<file path="config.mk">
export PLATFORM = sky130hd
export DESIGN_NAME = fspa_div
export DESIGN_NICKNAME = d
export VERILOG_FILES = /design/src/rtl/fspa_pkg.sv /design/src/rtl/fspa_div.sv
export SDC_FILE = /design/constraint.sdc
export NUM_CORES = 1
export LEC_CHECK = 0
export ABC_AREA = 1
export BUFFER_PORTS_ARGS = -buffer_cell sky130_fd_sc_hd__buf_2
export CAP_MARGIN = 20
export CORE_ASPECT_RATIO = 1.5
export CORE_MARGIN = 10
export CORE_UTILIZATION = 59
export DETAILED_ROUTE_END_ITERATION = 16
export GPL_TIMING_DRIVEN = 0
export PLACE_DENSITY = 0.81
export SLEW_MARGIN = 15
export SYNTH_ARGS = -nofsm -noshare
export SYNTH_HDL_FRONTEND = slang
export SYNTH_SLANG_ARGS = --single-unit
</file>
<file path="constraint.sdc">
create_clock -name clk -period 5.55 [get_ports clk]
set_clock_uncertainty 0.1 [all_clocks]
set_input_delay 0.8325 -clock clk [delete_from_list [all_inputs] [get_ports clk]]
set_output_delay 0.8325 -clock clk [all_outputs]
set_load 0.02 [all_outputs]
</file>
<file path="src/rtl/fspa_pkg.sv">
// Shared types, constants and codes of the fixed slot pool allocator.
package fspa_pkg;

	localparam int NUM_PARTS  = 16;
	localparam int MAX_SLOTS  = 1024;
	localparam int PART_BYTES = 4096;
	localparam int PART_W     = $clog2(NUM_PARTS);
	localparam int SLOT_W     = $clog2(MAX_SLOTS);
	localparam int CNT_W      = SLOT_W + 1;
	localparam int RAM_W      = CNT_W + 1;
	localparam int RAM_DEPTH  = NUM_PARTS * MAX_SLOTS;
	localparam int OFF_W      = $clog2(PART_BYTES);
	localparam int SIZE_W     = 13;
	localparam int POOL_W     = 15;
	localparam int DIV_CNT_W  = $clog2(OFF_W);

	localparam logic [1:0] ACT_ALLOC   = 2'd0;
	localparam logic [1:0] ACT_FREE    = 2'd1;
	localparam logic [1:0] ACT_COMPACT = 2'd2;

	localparam logic [2:0] ST_OK          = 3'd0;
	localparam logic [2:0] ST_NO_SPACE    = 3'd1;
	localparam logic [2:0] ST_NOT_IN_POOL = 3'd2;
	localparam logic [2:0] ST_MISALIGNED  = 3'd3;
	localparam logic [2:0] ST_DOUBLE_FREE = 3'd4;

	localparam logic [1:0] L_UNUSED  = 2'd0;
	localparam logic [1:0] L_EMPTY   = 2'd1;
	localparam logic [1:0] L_PARTIAL = 2'd2;
	localparam logic [1:0] L_FULL    = 2'd3;

	localparam logic [1:0] CFG_SLOT_SIZE  = 2'd0;
	localparam logic [1:0] CFG_FIRST_SLOT = 2'd1;
	localparam logic [1:0] CFG_SLOTS      = 2'd2;

	typedef struct packed {
		logic [1:0]        action;
		logic [PART_W-1:0] part_index;
		logic [OFF_W-1:0]  byte_offset;
	} cmd_t;

	typedef struct packed {
		logic [2:0]        status;
		logic [PART_W-1:0] given_part;
		logic [OFF_W-1:0]  given_offset;
		logic [POOL_W-1:0] free_slots;
		logic [POOL_W-1:0] total_slots;
	} rsp_t;

	typedef struct packed {
		logic              start;
		logic [OFF_W-1:0]  dividend;
		logic [SIZE_W-1:0] divisor;
	} div_req_t;

	typedef struct packed {
		logic              done;
		logic [OFF_W-1:0]  quot;
		logic [SIZE_W-1:0] rem;
	} div_rsp_t;

	typedef enum logic [3:0] {
		S_IDLE,
		S_DISPATCH,
		S_CLAIM,
		S_AREAD,
		S_ACOMMIT,
		S_DIV,
		S_FREAD,
		S_FCOMMIT,
		S_COMPACT,
		S_RESP
	} state_t;

endpackage

</file>
<file path="src/rtl/fspa_div.sv">
// Restoring divider, one quotient bit per cycle, for slot offset decode.
module fspa_div (
	input  logic               clk,
	input  logic               arst_n,
	input  fspa_pkg::div_req_t req,
	output fspa_pkg::div_rsp_t rsp
);

	logic                            run_q;
	logic                            done_q;
	logic [fspa_pkg::DIV_CNT_W-1:0]  cnt_q;
	logic [fspa_pkg::OFF_W-1:0]      quo_q;
	logic [fspa_pkg::SIZE_W-1:0]     rem_q;
	logic [fspa_pkg::SIZE_W-1:0]     dsr_q;
	logic [fspa_pkg::SIZE_W-1:0]     trial;
	logic                            ge;

	// remainder never exceeds the 12-bit dividend, so its top bit is always zero
	assign trial = {rem_q[fspa_pkg::SIZE_W-2:0], quo_q[fspa_pkg::OFF_W-1]};
	assign ge    = trial >= dsr_q;

	always_ff @(posedge clk or negedge arst_n) begin
		if (!arst_n) begin
			run_q  <= 1'b0;
			done_q <= 1'b0;
			cnt_q  <= '0;
		end else if (req.start) begin
			run_q  <= 1'b1;
			done_q <= 1'b0;
			cnt_q  <= fspa_pkg::DIV_CNT_W'(fspa_pkg::OFF_W - 1);
		end else if (run_q) begin
			cnt_q <= cnt_q - 1'b1;
			if (cnt_q == '0) begin
				run_q  <= 1'b0;
				done_q <= 1'b1;
			end
		end else begin
			done_q <= 1'b0;
		end
	end

	always_ff @(posedge clk) begin
		if (req.start) begin
			quo_q <= req.dividend;
			rem_q <= '0;
			dsr_q <= req.divisor;
		end else if (run_q) begin
			rem_q <= ge ? trial - dsr_q : trial;
			quo_q <= {quo_q[fspa_pkg::OFF_W-2:0], ge};
		end
	end

	assign rsp.done = done_q;
	assign rsp.quot = quo_q;
	assign rsp.rem  = rem_q;

endmodule

</file>
* After elaboration in Yosys (flattened, before gate mapping)
Cells that the tools add are included.
** Storage, ports and cells
- Input port bits :: 28
- Logic and storage cells :: 23
- Output and inout port bits :: 26
- Bits in registers :: 44
** Operators by class
- Mux-type cells :: 11
- Reduce and logical (&&, ||, !) cells :: 2
- $add $sub $neg :: 2
- Equal/unequal tests :: 1
- Magnitude comparators :: 1
** Operators with widths (number)
- 2-to-1 mux 12 bit :: 2
- greater-or-equal comparator 13 bit :: 1
- 2-to-1 mux 13 bit :: 1
- subtractor 13 bit :: 1
- 2-to-1 mux 4 bit :: 2
- 2-to-1 mux 1 bit :: 6
- zero test 4 bit :: 1
- subtractor 4 x 1 -> 4 bit, second input constant :: 1
- inequality test 3 x 2 -> 1 bit, second input constant :: 1
- nonzero test 2 bit :: 1

* Longest topological paths before layout
Gate-level depths: netlist (run 1).
- Depth in word-level cells :: 4
- Mapped depth :: 12
- Mapped depth without buffers :: 12

* Worst setup path before layout (run 1)
OpenSTA, ideal clock, no wires.
- Kind :: in2reg
- From :: input port req[25] (netlist name)
- To :: register quo_q[0] (netlist name), enable pin
- Library setup time :: 0.302 ns
- Path buffers :: 2
- Slack :: 3.402 ns
- Required time :: 5.148 ns
- Data arrival time :: 1.746 ns
- Stages on the path :: 4
- Cell sequence :: clkbuf_1 nor2_1 clkbuf_1 inv_1
** Between the ends
- Longest elaborated chain between the ends :: 1
** RTL lines
- from (decl) :: line fspa_div.sv:5 : input fspa_pkg::div_req_t req,
- nonzero test 2 bit (no line)
- to (signal assigned) :: line fspa_div.sv:44 : quo_q <= req.dividend;
- to (signal assigned) :: line fspa_div.sv:49 : quo_q <= {quo_q[fspa_pkg::OFF_W-2:0], ge};
- to (decl) :: line fspa_div.sv:12 : logic [fspa_pkg::OFF_W-1:0] quo_q;
Every way passes these cells.
A chain may end at the register's enable or synchronous reset.

* Worst setup path after layout (run 1)
- From :: input port req[25] (netlist name)
- To :: register quo_q[6] (netlist name), enable pin
The elaborated chain is that of the path after synthesis.

==> results of run 1 <==
-- sequential cells by signal (all words and copies together) (netlist names) --
name and count:
dsr_q 13, cnt_q 4, quo_q 12, done_q 1, run_q 1, rem_q 13
-- stage by stage --
step / hold slack [ns] / setup WS [ns] / power [W] / util (%)
2_1_floorplan: 0.3583 / 3.402 / 0.0006043 / -
3_3_place_gp: 0.3341 / 2.640 / 0.0006730 / 67.76
3_5_place_dp: 0.3450 / 2.605 / 0.0006823 / 67.76
4_1_cts: 0.2306 / 2.920 / 0.0009439 / 70.48
5_1_grt: 0.2333 / 2.717 / 0.0009942 / 70.48
6_report: 0.2366 / 2.950 / 0.0009395 / 70.48
-- layer usage --
metal  global-route usage [%]  wire, microns
met1                    19.14           2462
met2                    33.31           3449
met3                    5.973            414
met4                    5.595             75
met5                        0              0
-- cell type report --
cell class	instances	area (sq um)
flip-flops and latches	44	1161
plain buffers	7	45.04
clock buffers	6	82.58
multi-input cells	238	1255
well taps	48	60.06
repair buffers	53	265.3
inverters	64	240.2
fillers	352	1319
clock inverters	2	38.79
-- cells in the mapped netlist, drive strengths merged, types with 3 or more instances --
| cell | n |
|---|---|
| dfxtp | 13 |
| inv | 64 |
| nor2 | 21 |
| xnor2 | 4 |
| nand2 | 137 |
| a21oi | 7 |
| buf | 3 |
| dfrtp | 6 |
| nand3 | 26 |
| xor2 | 3 |
| o21ai | 7 |
| ha | 14 |
| nand4 | 14 |
| clkbuf | 4 |
| edfxtp | 25 |
-- worst min path at each step --
| stage | start | to | slack, ns | depth (start not counted) |
|---|---|---|---|---|
| finish | arst_n | cnt_q[3] | 0.24 | 1 |
| global route | arst_n | cnt_q[3] | 0.23 | 1 |
| global placement | rem_q[12] | rem_q[12] | 0.33 | 2 |
| floorplan | cnt_q[3] | cnt_q[3] | 0.36 | 1 |
| detailed placement | rem_q[12] | rem_q[12] | 0.35 | 2 |
| CTS | arst_n | cnt_q[3] | 0.23 | 1 |
-- cells by family (layout without fill, tap and decap cells) --
logic type | count (synthesis) | count (layout)
AND/OR/NAND/NOR | 200 | 200
buffers and inverters | 71 | 132
flip-flops | 44 | 44
AO/OA/AOI/OAI | 16 | 16
adder cells (fa/ha/maj) | 15 | 15
XOR/XNOR | 7 | 7
-- critical path, cell delays in order --
cell      delay [ns]
buf_2           0.21
clkbuf_1        0.23
nor2_1          0.42
clkbuf_1        0.41
inv_1           0.35
-- power by group --
part / leakage (nW) / internal, W / switching, W
sequential: 0.432 / 0.000378 / 0.0000228
clock: 0.0614 / 0.000147 / 0.000116
combinational: 1.25 / 0.0000993 / 0.000176
total: 1.74 / 0.000625 / 0.000315
==> out/metrics.csv, run 1 <==
metric;value;unit
status;finished clean;
fin crit period;2.600;ns
FF+latch count, synth;44;
Vias;2369;
Syn. warnings;0;
CTS root buf;clkbuf_8;
critical path peak fanout;14;
Distinct cells, synth;28;
fin area;0.003148;sq mm
fraction of the mapped netlist area in adder cells;7.226;%
crit end category;flip-flop;
clock insertion delay at the later pin of the skew report;0.30;ns
# DRC;0;
syn nets;396;
Post-synth ARST share;13.64;%
share of the synthesized area in the top cell type;27.79;%
Post-synth EDFFs;25;
sequential element share of the synthesized area;42.98;%
reg2reg setup slack;3.31;ns
area growth from synthesis to layout;16.54;%
number of primary I/O pins;54;
Starting DRT DRC Count;122;
Post-CTS Setup Bufs;0;
final-report setup violation count;0;
core area;0.004467;sq mm
row count;30;
Reg-to-Reg End;quo_q[0];
hold buffers post-CTS;0;
WP data arrival;2.48;ns
# diodes;0;
Final nets;456;
total grt overflow;0;
largest family of logic cells by synthesized area;simple AND/OR/NAND/NOR gates;
leak pwr;1.740;nW
CP required;5.43;ns
worst setup path start;req[25];
cell count after synthesis;353;
Setup crit end;quo_q[6];
Initial Utilization;60.48;%
Startpoint Class;input pin;
Tot GR Track Use;18.29;%
Final GP Congestion;0.9076;
Avg Inst Size Synth;7.653;sq um
largest net degree at the start of global routing;15;
Die ar.;0.007741;sq mm
ratio of cells with drive above 1 in the final layout;18.84;%
drt total wl;6401;microns
placed insts;454;
crit share post-route;46.85;%
Peak Freq;384.6;MHz
Power Density;298.5;mW/mm^2
final hold vios;0;
first-pass GRT wire length;11070;microns
Routed wire per std cell;13.85;microns
vias in the first global route;2466;
Worst-Margin Slew;0.4837;ns
maximum VDD drop;0.0002335;V
Setup TNS Final;0;ns
Main synth FF type;edfxtp_1;
DP HPWL;5090;microns
placed cell areas;0.003027;sq mm
XOR/XNOR Fraction of Synth Area;2.270;%
most frequent cells in the layout;nand2_1 (133), inv_1 (64), buf_2 (53);
Rel. slew slack;67.64;%
commonest non-fill, non-tap cell in the layout;nand2_1;
Via-to-Cell Ratio;5.128;
H-tree Lvls;2;
CTS tree;done;
worst r2r src;dsr_q[8];
Synth Area in Simple Gates;33.40;%
Hold Crit Class;input pin to asynchronous set/reset pin;
Compound-Gate Fraction of Synth Area;3.566;%
antenna violations before repair;0;
largest area contributor in the netlist;edfxtp_1;
largest cells by area after synthesis;edfxtp_1 (28%), nand2_1 (18%), dfxtp_1 (9.6%);
cells on worst reg2reg path;11;
RSZ-0062 raised after global routing;no;
Die W;75.25;microns
max-slew violations;0;
CTS clk-pin slew, worst paths;0.09;ns
Crit Path Class;input pin to flip-flop;
CTS Buf Count;5;
Synth Cell Area;0.002701;sq mm
Port Buffers;53;
CTS max path bufs;2;
clk sinks;44;
post-route ant nets;0;
First-pass DRT Iterations;4;
max cap viols;0;
Die Ht;102.9;microns
post-CTS sizing;0;
Finished Layout Cells;462;
mux contribution to synthesized area;0;%
Power figures use the tool's default switching activity.
==> run 2: changes to the inputs <==
CORE_UTILIZATION = 55   (was 59)
PLACE_DENSITY = 0.76   (was 0.81)
clock period = 2.4 ns   (was 5.55 ns; I/O delays follow)
==> out/metrics.csv, run 2 (same netlist as run 1, synthesis figures left out) <==
metric;value;unit;change
Vias;2392;;was 2,369
maximum VDD drop;0.0003928;V;was 0.0002335 V
Die Ht;105.8;microns;was 102.9 microns
Final nets;457;;was 456
Worst-Margin Slew;0.4944;ns;was 0.4837 ns
RSZ-0062 raised after global routing;no;;unchanged
critical path peak fanout;10;;was 14
antenna violations before repair;0;;unchanged
FF+latch area;0.001161;sq mm;unchanged
fin area;0.003156;sq mm;was 0.003148 sq mm
ratio of cells with drive above 1 in the final layout;18.80;%;was 18.84%
WP data arrival;2.17;ns;was 2.48 ns
row count;31;;was 30
Crit Path Class;flip-flop to flip-flop;;was input pin to flip-flop
crit end category;flip-flop;;unchanged
Die W;77.22;microns;was 75.25 microns
Fillers;444;;was 352
dpl ws;-0.1313;ns;was 2.605 ns
cells on worst reg2reg path;8;;was 11
core area;0.004810;sq mm;was 0.004467 sq mm
CTS max path bufs;2;;unchanged
CP max stage cell;ha_1;;was nor2_1
CP required;2.36;ns;was 5.43 ns
final hold vios;0;;unchanged
Power Density;651.7;mW/mm^2;was 298.5 mW/mm^2
largest net degree at the start of global routing;15;;unchanged
crit share post-route;92.17;%;
Worst Setup Slack, final;0.1879;ns;was 2.950 ns
final-report setup violation count;0;;unchanged
Hold Crit Class;input pin to flip-flop;;was input pin to asynchronous set/reset pin
Crit path top cell by count;nand2_1;;was clkbuf_1
placed cell areas;0.003049;sq mm;was 0.003027 sq mm
CTS clk-pin slew, worst paths;0.09;ns;about the same
total grt overflow;0;;unchanged
commonest non-fill, non-tap cell in the layout;nand2_1;;unchanged
multi-input logic area;0.001255;sq mm;unchanged
Startpoint Class;flip-flop;;was input pin
CTS tree;done;;unchanged
DP HPWL;5039;microns;was 5090 microns
status;finished clean;;unchanged
Reg-to-Reg End;quo_q[0];;unchanged
worst setup path start;rem_q[11];;was req[25]
clk sinks;44;;unchanged
leak pwr;1.734;nW;was 1.740 nW
# diodes;0;;unchanged
# DRC;0;;unchanged
CTS Buf Count;5;;unchanged
Routed wire per std cell;12.98;microns;was 13.85 microns
max-slew violations;0;;unchanged
vias in the first global route;2510;;was 2,466
Final GP Congestion;0.9031;;was 0.9076
Peak Freq;452.1;MHz;
drt total wl;6242;microns;was 6401 microns
Setup crit end;quo_q[0];;was quo_q[6]
Via-to-Cell Ratio;4.973;;was 5.128
First-pass DRT Iterations;4;;unchanged
Port Buffers;53;;unchanged
Die ar.;0.008172;sq mm;was 0.007741 sq mm
CTS root buf;clkbuf_8;;unchanged
area growth from synthesis to layout;16.81;%;was 16.54%
max cap viols;0;;unchanged
Rel. slew slack;67.00;%;was 67.64%
Setup TNS Final;0;ns;unchanged
clock insertion delay at the later pin of the skew report;0.30;ns;about the same
number of primary I/O pins;54;;unchanged
H-tree Lvls;2;;unchanged
Tot GR Track Use;16.26;%;was 18.29%
fin crit period;2.212;ns;
Initial Utilization;56.17;%;was 60.48%
Starting DRT DRC Count;110;;was 122
post-route ant nets;0;;unchanged
most frequent cells in the layout;nand2_1 (133), inv_1 (64), buf_2 (53);;unchanged
biggest regs;dsr_q: 13 flops, rem_q: 13 flops, quo_q: 12 flops;;unchanged
first-pass GRT wire length;11040;microns;was 11,070 microns
reg2reg setup slack;0.19;ns;was 3.31 ns
critical-path cell list;ha_1 -> a21oi_1 -> nand2_2 -> a21oi_4 -> nand3_4 -> buf_8 -> nand2_1 -> nand2_1;;was buf_2 -> clkbuf_1 -> nor2_1 -> clkbuf_1 -> inv_1
Worst path max stage delay;0.41;ns;was 0.42 ns
Hold WS;0.1318;ns;was 0.2366 ns
worst r2r src;rem_q[11];;was dsr_q[8]
Post-CTS Setup Bufs;0;;unchanged
-- run 2: changes by cell type in the layout (fill, tap and decap cells not counted) --
cell	previous run	this run
inv_6	0	1
clkinv_2	0	1
clkinv_4	1	0
bufinv_16	1	0
dlygate4sd3_1	0	1
-- run 2: through the flow --
stage	std cells	total power, W	utilization, %
floorplan	353	0.001397	-
global placement	472	0.001561	63.40
detailed placement	472	0.001574	63.40
CTS	481	0.002073	65.61
global route	481	0.002200	65.61
finish	481	0.002057	65.61
-- run 2: final cells by class --
type                            count  share of cell area (%)
Timing Repair Buffer               54                   8.723
Clock buffer                        6                   2.617
Inverter                           64                   7.613
Buffer                              7                   1.427
Sequential cell                    44                   36.80
Tap cell                           66                   2.617
Clock inverter                      2                  0.4362
Multi-Input combinational cell    238                   39.77
-- run 2: what timing repair did --
item,in CTS,in global routing
setup endpoints to repair,0,0
hold buffers,1,0
gates resized for setup,0,0
hold endpoints to repair,6,0
-- run 2: report_power, final --
part	leakage (nW)	switching (W)	internal, W
Clock	0.0516	0.000263	0.000236
Combinational	1.25	0.000403	0.000230
Sequential	0.432	0.0000507	0.000874
Total	1.73	0.000717	0.00134
-- run 2: worst max-delay path: cells and delay by family (launching register included) --
family,cells,cell delay (ns)
AOI/OAI and AO/OA,2,0.51
adders and majority gates,1,0.41
and+or+nand+nor,4,0.40
DFF,1,0.34
buffers and inverters,1,0.20
-- run 2: metal layers --
layer  part of all wire, %  vias to the layer above  global-route usage (%)  wire length, microns
met2                    53                       58                   29.38                  3292
li1                      -                     1230                       -                     -
met3                   5.2                        9                   4.762                   325
met1                    40                     1095                   17.23                  2520
met4                   1.7                        0                   6.283                   104
met5                     0                        -                       0                     0
-- run 2: how the worst min path moves through the flow --
stage	slack [ns]	endpoint	start	depth (start not counted)
final	0.13	dsr_q[5]	req[5]	1
after global routing	0.11	dsr_q[5]	req[5]	1
after CTS	0.12	dsr_q[5]	req[5]	1
after detailed placement	0.09	done_q	arst_n	1
after global placement	0.09	done_q	arst_n	1
after floorplan	-0.04	cnt_q[0]	arst_n	0
