<file path="src/rtl/fspa_ram.sv">
// Generic single-port RAM with registered read.
module fspa_ram #(
	parameter int WIDTH = 8,
	parameter int DEPTH = 16
) (
	input  logic                     clk,
	input  logic                     we,
	input  logic [$clog2(DEPTH)-1:0] addr,
	input  logic [WIDTH-1:0]         wdata,
	output logic [WIDTH-1:0]         rdata
);

	logic [WIDTH-1:0] mem [DEPTH];

	always_ff @(posedge clk) begin
		if (we) begin
			mem[addr] <= wdata;
		end
		rdata <= mem[addr];
	end

endmodule

</file>
<file path="config.mk">
export PLATFORM = sky130hd
export DESIGN_NAME = fspa_ram
export DESIGN_NICKNAME = d
export VERILOG_FILES = /design/src/rtl/fspa_ram.sv
export SDC_FILE = /design/constraint.sdc
export NUM_CORES = 1
export LEC_CHECK = 0
export BUFFER_PORTS_ARGS = -buffer_cell sky130_fd_sc_hd__buf_2
export CAP_MARGIN = 40
export CORE_ASPECT_RATIO = 0.8
export CORE_MARGIN = 1
export CORE_UTILIZATION = 60
export CTS_CLUSTER_DIAMETER = 200
export DETAILED_ROUTE_END_ITERATION = 10
export PLACE_DENSITY = 0.78
export SLEW_MARGIN = 40
export SYNTH_ARGS = -nofsm -noshare
export SYNTH_HDL_FRONTEND = slang
export SYNTH_SLANG_ARGS = --single-unit
</file>
<file path="constraint.sdc">
create_clock -name clk -period 1.8 [get_ports clk]
set_input_delay 0.09 -clock clk [delete_from_list [all_inputs] [get_ports clk]]
set_output_delay 0.09 -clock clk [all_outputs]
set_load 0.02 [all_outputs]
</file>
=== Word level (Yosys, flattened, before mapping) ===
Memory sizes are Yosys's and may differ from the RTL's. A register that Yosys moved wholly into a read port is not among the register bits.
Index checks and enable logic that the tools add are counted.

* Register bits after elaboration: 0
* Bits in writable memories: 128
* Logic and storage cells: 3
* Memories kept: 1

{| class="wikitable"
|+ Memories
! name !! depth !! bits a word !! read ports !! clocked after memory_dff !! wr ports !! RTL line !! RTL
|-
| mem || 16 || 8 || 1 || 1 || 1 || 13 || <nowiki>logic [WIDTH-1:0] mem [DEPTH];</nowiki>
|}

* Mux-type cells: 2

{| class="wikitable"
|+ Operator list
! kind !! number
|-
| $mux 1 || 2
|}

=== Depth between registers and ports, before layout ===
Gate-level depths: netlist of the first run.

* Depth in word-level cells: 2
* Depth in mapped cells: 5

=== Least setup slack after synthesis of the first run ===
Ideal clock, no wire load.

* Path type: in2reg
* Start: input port addr[2]
* End: memory mem[0][0] (enable)
* Arrival: 1,200 ps
* Data required time: 1,417 ps
* Setup slack: 217 ps
* Stages on the path: 2
* Path buffers: 0
* Cells stage by stage: or3b_2 > nor3_1

{| class="wikitable"
|+ RTL lines
! item !! RTL line !! RTL
|-
| from (decl) || 8 || <nowiki>input logic [$clog2(DEPTH)-1:0] addr,</nowiki>
|-
| to (decl) || 13 ||
|}

No word-level cell before the write port.

==> key figures, run 1 <==
Route
  • Drt pass-1 iters: 5
  • Routed vias: 2540
  • WL per Instance: 24.9 um
  • Post-route ant nets: 0
  • Drc violations: 0
  • Initial DRC Count: 303
  • Vias/cell: 6.11
  • Total wire length: 10400 um

Logic synthesis
  • EDFF count, synth: 128
  • Yosys reg bits: 136
  • Asr flop ratio synth: 0
  • Syn Area/Cell: 22.0 um2
  • Synth unique cells: 18
  • Synth warn: 0
  • Sequential element share of the synthesized area: 0.790
  • Synth Cell Area: 5070 um2
  • Post-Syn Nets: 244
  • Post-Syn Instances: 230
  • Ys flop type: edfxtp_1

Power
  • VDD IR max: 805 uV
  • Pwr/cell area: 1190 nW/um2
  • Leak pwr: 0.00209 uW
  • PnR Total Power: 7280 uW

GRT
  • Met1 GRT Util: 0.372
  • First-pass GRT wire length: 15900 um
  • Grt met2 use: 0.400
  • Global routing usage on met3: 0.0893
  • Largest net degree at the start of global routing: 40
  • GR peak layer: met2
  • Global route overflow: 0
  • Initial antenna violation count: 0
  • GRT Util Overall: 0.269
  • Vias in the first global route: 2683

Setup path
  • CP Data Required Time: 2.21 ns
  • CP cell instances: mux4_2, a22oi_1, nand2_1
  • CP arrival: 1.76 ns
  • Critical Path Max Stage Delay: 0.47 ns
  • Worst Path Max Fanout: 1
  • Crit. End Element: flip-flop
  • Setup crit start kind: flip-flop
  • CP max stage cell: mux4_2
  • Crit-path leading delay family: multiplexers
  • WP buf/inv: 0
  • Worst reg-to-reg path cell count: 3
  • WS Path Type: reg2reg
  • CP Depth: 3

Timing
  • Period utilization: 0.753
  • Fmax: 738 MHz
  • Worst-Margin Slew: 0.662 ns
  • Worst setup margin: 0.444 ns
  • Slew HR: 0.557
  • Fin. Hold Viols: 0
  • Final setup fails: 0
  • Min cycle time layout: 1.36 ns
  • Clock skew: 0.0102 ns
  • Slew Limit Fails: 0
  • Setup TNS: 0 ns
  • RSZ-0062 raised after global routing: false

Floorplan
  • Initial core utilization: 0.629
  • Die height: 84.2 um
  • Site row count: 29
  • CORE AREA: 8060 um2
  • # IOs: 22
  • Die X: 105 um
  • Die area: 8820 um2

Placed design
  • GPL Wtd Cong: 0.809
  • Post-place setup slack: 0.261 ns
  • Number of I/O port buffers: 21
  • # placed instances: 376
  • Dpl hpwl: 6380 um
  • Placed cell area: 5480 um2

Flow run
  • MaxCap Viol Count: 0

Finish
  • Final instance count without filler cells: 416
  • Fill cells: 448
  • Layout Nets: 309
  • Fraction of layout cells with a size suffix above 1: 0.351
  • N_diodes: 0
  • Post-route cell area: 6140 um2
  • Area Overhead vs Synth: 21.1%

Clocking
  • Clk_lat worst skew: 0.53 ns
  • Clock tree root driver cell: clkbuf_8
  • Post-CTS setup buffers: 0
  • Num Clock Sinks: 136
  • TritonCTS Buffers: 17
  • Reg clk slew, reported paths: 0.06 ns
  • CTS tree: built
  • Post_cts resized: 0
  • H-tree levels: 4
  • CTS max path bufs: 2

Hold path
  • Min-delay worst type: in2reg
  • Hold Path Cell Cnt: 4

Outcome
  • Status: completed
==> per-stage QoR <==
step | hold WS [ns] | utilization
2_1_floorplan | 0.189 | -
6_report | 0.102 | 0.762
3_3_place_gp | 0.473 | 0.681
4_1_cts | 0.0785 | 0.762
3_5_place_dp | 0.491 | 0.681
5_1_grt | 0.147 | 0.762
==> path summary, 6_finish.rpt <==
check	from	to	slack, ns
setup / recovery	mem[2][7]$_DFFE_PP_	rdata[7]$_DFF_P_	0.44
hold / removal	addr[3]	rdata[2]$_DFF_P_	0.10
setup reg to reg	mem[2][7]$_DFFE_PP_	rdata[7]$_DFF_P_	0.44
hold reg to reg	mem[11][4]$_DFFE_PP_	rdata[4]$_DFF_P_	0.68
==> per-layer routing <==
metal  part of all wire  wire, um
met1               0.42      4370
met2               0.48      4970
met3              0.074       770
met4              0.024       244
met5                  0         0
==> placed cells by master, fill, tap and decap left out, types with 2 or more instances in the layout <==
| master | n |
|---|---|
| buf_12 | 2 |
| nand3b_1 | 2 |
| dfxtp_1 | 8 |
| bufinv_16 | 3 |
| mux4_2 | 32 |
| nor2_1 | 13 |
| clkinv_2 | 3 |
| buf_4 | 26 |
| clkinv_4 | 2 |
| buf_2 | 21 |
| clkbuf_1 | 5 |
| a22oi_1 | 16 |
| nor2b_1 | 2 |
| nor3_1 | 4 |
| nand2b_1 | 2 |
| edfxtp_1 | 128 |
| clkbuf_16 | 16 |
| nand2_1 | 9 |
| clkbuf_8 | 2 |
| dlygate4sd3_1 | 8 |
==> timing repair <==
action,4_1_cts,5_1_grt
hold endpoints to repair,128,0
hold buffers,8,0
setup endpoints to repair,0,0
==> synth_stat cells (4+ instances only) <==
cell type	number	area, um2
mux4_2	32	721
edfxtp_1	128	3840
a22oi_1	16	120
buf_1	4	15.0
nand2_1	9	33.8
nor3_1	4	20.0
dfxtp_1	8	160
nor2_1	13	48.8
==> logic make-up after synthesis <==
group | after synthesis | synth area share
buf+inv | 11 | 0.0119
mux | 32 | 0.142
flops | 136 | 0.790
compound gates | 16 | 0.0237
simple gates | 35 | 0.0321
==> registers in the layout, indices dropped and copies added (netlist names) <==
register and flops:
mem 128, rdata 8
==> cell type report <==
class | instances | area (um2) | share of cell area
Sequential cell | 136 | 4000 | 0.653
Multi-Input combinational cell | 83 | 1000 | 0.164
Clock buffer | 23 | 447 | 0.0728
Timing Repair Buffer | 57 | 420 | 0.0685
Tap cell | 108 | 135 | 0.0220
Clock inverter | 9 | 126 | 0.0206
==> report_power, final <==
group	leakage (uW)	total (uW)	switching, uW	internal [uW]
registers	0.00122	3570	25.1	3540
clock network	0.000281	3340	1200	2140
logic	0.000585	375	216	160
total	0.00209	7280	1440	5840
==> worst reg2reg max path, cell delays in order, from the launching register on <==
cell	delay, ns
edfxtp_1	0.39
mux4_2	0.47
a22oi_1	0.30
nand2_1	0.08
Power figures use the tool's default switching activity.
==> inputs of run 2 (changes only) <==
Settings changed: CORE_UTILIZATION 60 to 54, PLACE_DENSITY 0.78 to 0.74.
Clock period 1.8 ns to 1.2 ns, I/O delays scaled along.
==> key figures, run 2 (synthesis results as in run 1) <==
Outcome
  • Status: complete, but fails checks
  • Failing checks: setup timing

Setup path
  • WS Path Type: reg2reg
  • Worst reg-to-reg path cell count: 3 (unchanged)
  • CP Data Required Time: 1.49 ns (-0.72 ns)
  • CP arrival: 1.58 ns (-0.18 ns)
  • Worst R2R Setup Slack: -0.09 ns (-0.53 ns)
  • Reg2reg end: rdata[6]$_DFF_P_
  • Worst Path Max Fanout: 1 (unchanged)
  • Crit. End Element: flip-flop
  • Setup crit start kind: flip-flop
  • Source of the worst register-to-register timing path: mem[3][6]$_DFFE_PP_

GRT
  • First-pass GRT wire length: 15600 um (-1.8%)
  • Initial antenna violation count: 0 (unchanged)
  • Vias in the first global route: 2527 (-5.8%)
  • Global route overflow: 0 (unchanged)
  • Largest net degree at the start of global routing: 23 (-43%)
  • GRT Util Overall: 0.243 (-0.0263)

Placed design
  • Number of I/O port buffers: 21 (unchanged)
  • # placed instances: 384 (+2.1%)
  • Placed cell area: 5750 um2 (+4.9%)
  • Dpl hpwl: 6460 um (+1.3%)
  • GPL Wtd Cong: 0.786 (-2.8%)

Finish
  • Post-route cell area: 6430 um2 (+4.8%)
  • Largest register FFs: 128 (unchanged)
  • Top reg by flops: mem
  • Fill cells: 536 (+20%)
  • Final instance count without filler cells: 415 (-0.24%)
  • N_diodes: 0 (unchanged)
  • Most frequent cells in the layout: edfxtp_1, mux4_2, buf_2
  • Fraction of layout cells with a size suffix above 1: 0.473 (+0.123)
  • Layout Nets: 302 (-2.3%)
  • Commonest non-fill, non-tap cell in the layout: edfxtp_1
  • Final Core Density: 0.709 (-0.0532)
  • Area Overhead vs Synth: 26.9%
  • Largest regs: mem (128), rdata (8)

Power
  • Leak pwr: 0.00213 uW (+1.9%)
  • P_sw: 2280 uW (+58%)
  • VDD IR max: 1660 uV (+110%)
  • Sw Ratio: 0.197 (-0.000900)
  • Cell Int Power: 9250 uW (+58%)
  • Flop pwr share: 0.464 (-0.026)
  • Clock share of power: 0.479 (+0.020)
  • Combinational Power Share: 0.058 (+0.006)
  • Pwr/cell area: 1790 nW/um2 (+51%)

Clocking
  • Clk_lat worst skew: 0.41 ns (-0.12 ns)
  • Reg clk slew, reported paths: 0.06 ns (about the same)
  • Num Clock Sinks: 136 (unchanged)
  • CTS max path bufs: 2 (unchanged)
  • Clock tree root driver cell: clkbuf_16
  • CTS tree: built
  • H-tree levels: 4 (unchanged)
  • TritonCTS Buffers: 17 (unchanged)

Route
  • Drc violations: 0 (unchanged)
  • Post-route ant nets: 0 (unchanged)
  • Initial DRC Count: 145 (-52%)
  • Vias/cell: 5.96 (-2.4%)
  • WL per Instance: 24.9 um (-0.18%)
  • Drt pass-1 iters: 4 (-1)
  • Total wire length: 10300 um (-0.42%)
  • Routed vias: 2474 (-2.6%)

Floorplan
  • # IOs: 22 (unchanged)
  • CORE AREA: 9080 um2 (+13%)
  • Site row count: 31 (+6.9%)
  • Die X: 110 um (+5.3%)
  • Initial core utilization: 0.558 (-0.0708)
  • Die height: 88.6 um (+5.3%)
  • Die area: 9780 um2 (+11%)

Timing
  • Slew Limit Fails: 0 (unchanged)
  • Worst setup margin: -0.0907 ns (-0.535 ns)
  • Slew HR: 0.409 (-0.148)
  • Clock skew: 0.00891 ns (-0.00131 ns)
  • Fmax: 775 MHz (+5.0%)
  • Worst-Margin Slew: 0.884 ns (+0.223 ns)
  • Fin. Hold Viols: 0 (unchanged)
  • Min cycle time layout: 1.29 ns (-0.0652 ns)
  • Period utilization: 1.08 (+0.322)
  • RSZ-0062 raised after global routing: true
  • Final setup fails: 8 (+8)

Hold path
  • Hold Startpoint: wdata[4]
  • Hold endpoint: mem[4][4]$_DFFE_PP_
  • Hold Path Cell Cnt: 1 (-3)
  • Min-delay worst type: in2reg

Flow run
  • MaxCap Viol Count: 0 (unchanged)
[run 2: how the worst max path moves through the flow]
stage / from / to / slack [ns] / depth (start not counted)
after floorplan: addr[1] / mem[8][0]$_DFFE_PP_ / -0.01 / 3
after global placement: addr[0] / rdata[1]$_DFF_P_ / -0.25 / 5
after detailed placement: addr[0] / rdata[0]$_DFF_P_ / -0.29 / 5
after CTS: mem[3][1]$_DFFE_PP_ / rdata[1]$_DFF_P_ / -0.09 / 3
after global routing: mem[11][6]$_DFFE_PP_ / rdata[6]$_DFF_P_ / -0.14 / 3
final: mem[3][6]$_DFFE_PP_ / rdata[6]$_DFF_P_ / -0.09 / 3
[run 2: what timing repair did]
item | in CTS | in global routing
pin swaps | 6 | 3
setup endpoints to repair | 8 | 8
resized for setup | 7 | 2
buffers inserted | 0 | 0
hold buffers | 0 | 0
[run 2: worst max-delay path: stages, from the launching register on]
cell and delay, ns:
edfxtp_1 0.36, mux4_2 0.52, a22oi_1 0.20, nand2_1 0.09
[run 2: area by class of cell]
cell class,instances,area [um2],area share
Timing Repair Buffer,50,473,0.0735
Sequential cell,136,4000,0.623
Clock buffer,18,429,0.0667
Clock inverter,13,204,0.0317
Tap cell,115,144,0.0224
Multi-Input combinational cell,83,1180,0.183
[run 2: stage by stage]
step                      hold slack, ns  setup WS [ns]  TNS (ns)  total power [uW]
after floorplan                    0.159        -0.0122    -0.379              5780
after global placement             0.478         -0.254    -10.11              6070
after detailed placement           0.483         -0.288    -11.37              6090
after CTS                         0.0477        -0.0942    -0.616             11600
after global routing              0.0587         -0.136    -0.911             11900
final                             0.0558        -0.0907    -0.527             11500
[run 2: per-layer routing]
layer  up-vias  part of all wire  global-route usage  wire, um
li1       1088                 -                   -         -
met1      1273              0.44               0.361      4540
met2       100              0.47               0.348      4890
met3        13             0.070              0.0582       719
met4         0             0.016               0.104       164
met5         -                 0                   0         0
[run 2: power groups by stage]
stage	clock network, uW	registers (uW)	logic [uW]
after CTS	5600	5350	667
after global routing	5810	5350	713
after global placement	0	5440	632
after detailed placement	0	5440	645
after floorplan	0	5470	310
final	5520	5350	666
==> inputs of run 3 (changes only) <==
Settings changed: CORE_MARGIN 1 to 1.5.
==> key figures, run 3 (synthesis results as in run 1) <==
Route
  • Drc violations: 0 (unchanged)
  • Vias/cell: 5.88 (-1.4%)
  • Post-route ant nets: 0 (unchanged)
  • Drt pass-1 iters: 4 (unchanged)
  • Initial DRC Count: 185 (+28%)
  • Routed vias: 2439 (-1.4%)
  • Total wire length: 10000 um (-2.7%)
  • WL per Instance: 24.2 um (-2.7%)

Clocking
  • Num Clock Sinks: 136 (unchanged)
  • CTS tree: built
  • Post-CTS setup buffers: 0 (unchanged)
  • Clock tree root driver cell: clkbuf_16
  • Reg clk slew, reported paths: 0.06 ns (about the same)
  • TritonCTS Buffers: 17 (unchanged)
  • Hold_buf cts: 0 (unchanged)
  • CTS max path bufs: 2 (unchanged)
  • Clk_lat worst skew: 0.42 ns (about the same)
  • H-tree levels: 4 (unchanged)

Setup path
  • Crit path from: mem[3][6]$_DFFE_PP_
  • Source of the worst register-to-register timing path: mem[3][6]$_DFFE_PP_
  • CP max stage cell: mux4_2
  • Setup crit start kind: flip-flop
  • CP cell instances: mux4_2, a22oi_2, nand2_1
  • Crit-path leading delay family: multiplexers
  • WS Path Type: reg2reg
  • Crit. End Element: flip-flop
  • Worst R2R Setup Slack: -0.1 ns (about the same)
  • Worst reg-to-reg path cell count: 3 (unchanged)
  • CP arrival: 1.60 ns (+0.02 ns)
  • Worst Path Max Fanout: 1 (unchanged)
  • Critical Path Max Stage Delay: 0.52 ns (about the same)
  • Reg2reg end: rdata[6]$_DFF_P_
  • CP Data Required Time: 1.51 ns (+0.02 ns)
  • WP buf/inv: 0 (unchanged)

Timing
  • Min cycle time layout: 1.30 ns (+0.00753 ns)
  • Slew HR: 0.607 (+0.197)
  • RSZ-0062 raised after global routing: true
  • Period utilization: 1.08 (+0.00628)
  • Setup TNS: -0.524 ns (+0.00323 ns)
  • Slew Limit Fails: 0 (unchanged)
  • Hold slack: 0.0593 ns (+0.00353 ns)
  • Fmax: 770 MHz (-0.58%)
  • Final setup fails: 8 (unchanged)
  • Fin. Hold Viols: 0 (unchanged)
  • Worst-Margin Slew: 0.589 ns (-0.295 ns)
  • Clock skew: 0.00861 ns (-0.000305 ns)
  • Worst setup margin: -0.0983 ns (-0.00753 ns)

Power
  • Clock share of power: 0.436 (-0.043)
  • P_sw: 2260 uW (-0.89%)
  • Sw Ratio: 0.212 (+0.0143)
  • Combinational Power Share: 0.062 (+0.004)
  • VDD IR max: 1880 uV (+13%)
  • Flop pwr share: 0.502 (+0.038)
  • Cell Int Power: 8400 uW (-9.2%)
  • Leak pwr: 0.00207 uW (-2.7%)
  • Pwr/cell area: 1690 nW/um2 (-5.7%)

GRT
  • Largest net degree at the start of global routing: 17 (-26%)
  • Vias in the first global route: 2504 (-0.91%)
  • Global route overflow: 0 (unchanged)
  • Initial antenna violation count: 0 (unchanged)
  • First-pass GRT wire length: 15500 um (-0.79%)
  • GRT Util Overall: 0.230 (-0.0126)

Finish
  • Final instance count without filler cells: 415 (unchanged)
  • Post-route cell area: 6300 um2 (-2.0%)
  • N_diodes: 0 (unchanged)
  • Fill cells: 570 (+6.3%)
  • Largest regs: mem (128), rdata (8)
  • Area Overhead vs Synth: 24.3%
  • Commonest non-fill, non-tap cell in the layout: edfxtp_1
  • Largest register FFs: 128 (unchanged)
  • Layout Nets: 301 (-0.33%)
  • Top reg by flops: mem
  • Most frequent cells in the layout: edfxtp_1, mux4_2, buf_2
  • Fraction of layout cells with a size suffix above 1: 0.470 (-0.00333)

Placed design
  • Placed cell area: 5720 um2 (-0.57%)
  • Dpl hpwl: 6530 um (+0.99%)
  • Number of I/O port buffers: 21 (unchanged)
  • GPL Wtd Cong: 0.765 (-2.7%)
  • # placed instances: 383 (-0.26%)

Outcome
  • Status: complete, but fails checks
  • Failing checks: setup timing

Floorplan
  • Die height: 89.6 um (+1.1%)
  • # IOs: 22 (unchanged)
  • Die area: 9980 um2 (+2.0%)
  • CORE AREA: 9080 um2 (unchanged)
  • Die X: 111 um (+0.91%)
  • Initial core utilization: 0.558 (unchanged)
  • Site row count: 31 (unchanged)

Hold path
  • Hold endpoint: mem[3][4]$_DFFE_PP_
  • Min-delay worst type: in2reg
  • Hold Startpoint: wdata[4]
  • Hold Path Cell Cnt: 1 (unchanged)

Flow run
  • MaxCap Viol Count: 0 (unchanged)
run 3: layout make-up:
class	count	area, um2	area share
Sequential cell	136	4000	0.636
Multi-Input combinational cell	83	1170	0.186
Timing Repair Buffer	49	440	0.0699
Clock buffer	18	429	0.0681
Tap cell	115	144	0.0228
Clock inverter	14	110	0.0175
run 3: per-stage QoR:
step	total power [uW]	utilization	worst slack [ns]
final	10700	0.694	-0.0983
after global routing	11000	0.694	-0.149
after CTS	10700	0.693	-0.101
after detailed placement	6090	0.630	-0.333
after global placement	6070	0.630	-0.292
after floorplan	5780	-	-0.0122
run 3: routing by layer:
layer / track usage / vias up / part of all wire
met5: 0 / - / 0
met3: 0.0711 / 14 / 0.060
met2: 0.334 / 87 / 0.46
met4: 0.0921 / 0 / 0.018
met1: 0.336 / 1257 / 0.46
li1: - / 1081 / -
run 3: worst reg2reg max path: cells and delay by family (launching register included):
kind / cells / cell delay (ns)
multiplexers: 1 / 0.52
flip-flops: 1 / 0.38
AO/OA/AOI/OAI: 1 / 0.22
AND/OR/NAND/NOR: 1 / 0.08
run 3: worst max path at each step:
stage / end / cells after the start / slack, ns
after floorplan: mem[8][0]$_DFFE_PP_ / 3 / -0.01
after global placement: rdata[4]$_DFF_P_ / 5 / -0.29
after detailed placement: rdata[4]$_DFF_P_ / 5 / -0.33
after CTS: rdata[6]$_DFF_P_ / 3 / -0.10
after global routing: rdata[6]$_DFF_P_ / 3 / -0.15
final: rdata[6]$_DFF_P_ / 3 / -0.1
run 3: timing repair:
item / 4_1_cts / 5_1_grt
resized for setup: 7 / 1
pin swaps: 8 / 1
hold endpoints to repair: 0 / 0
setup endpoints to repair: 8 / 8
run 3: power by group through the flow:
stage	clock, uW	sequential [uW]	combinational [uW]
after floorplan	0	5470	310
after global placement	0	5440	629
after detailed placement	0	5450	641
after CTS	4740	5350	662
after global routing	4940	5350	703
final	4650	5350	660
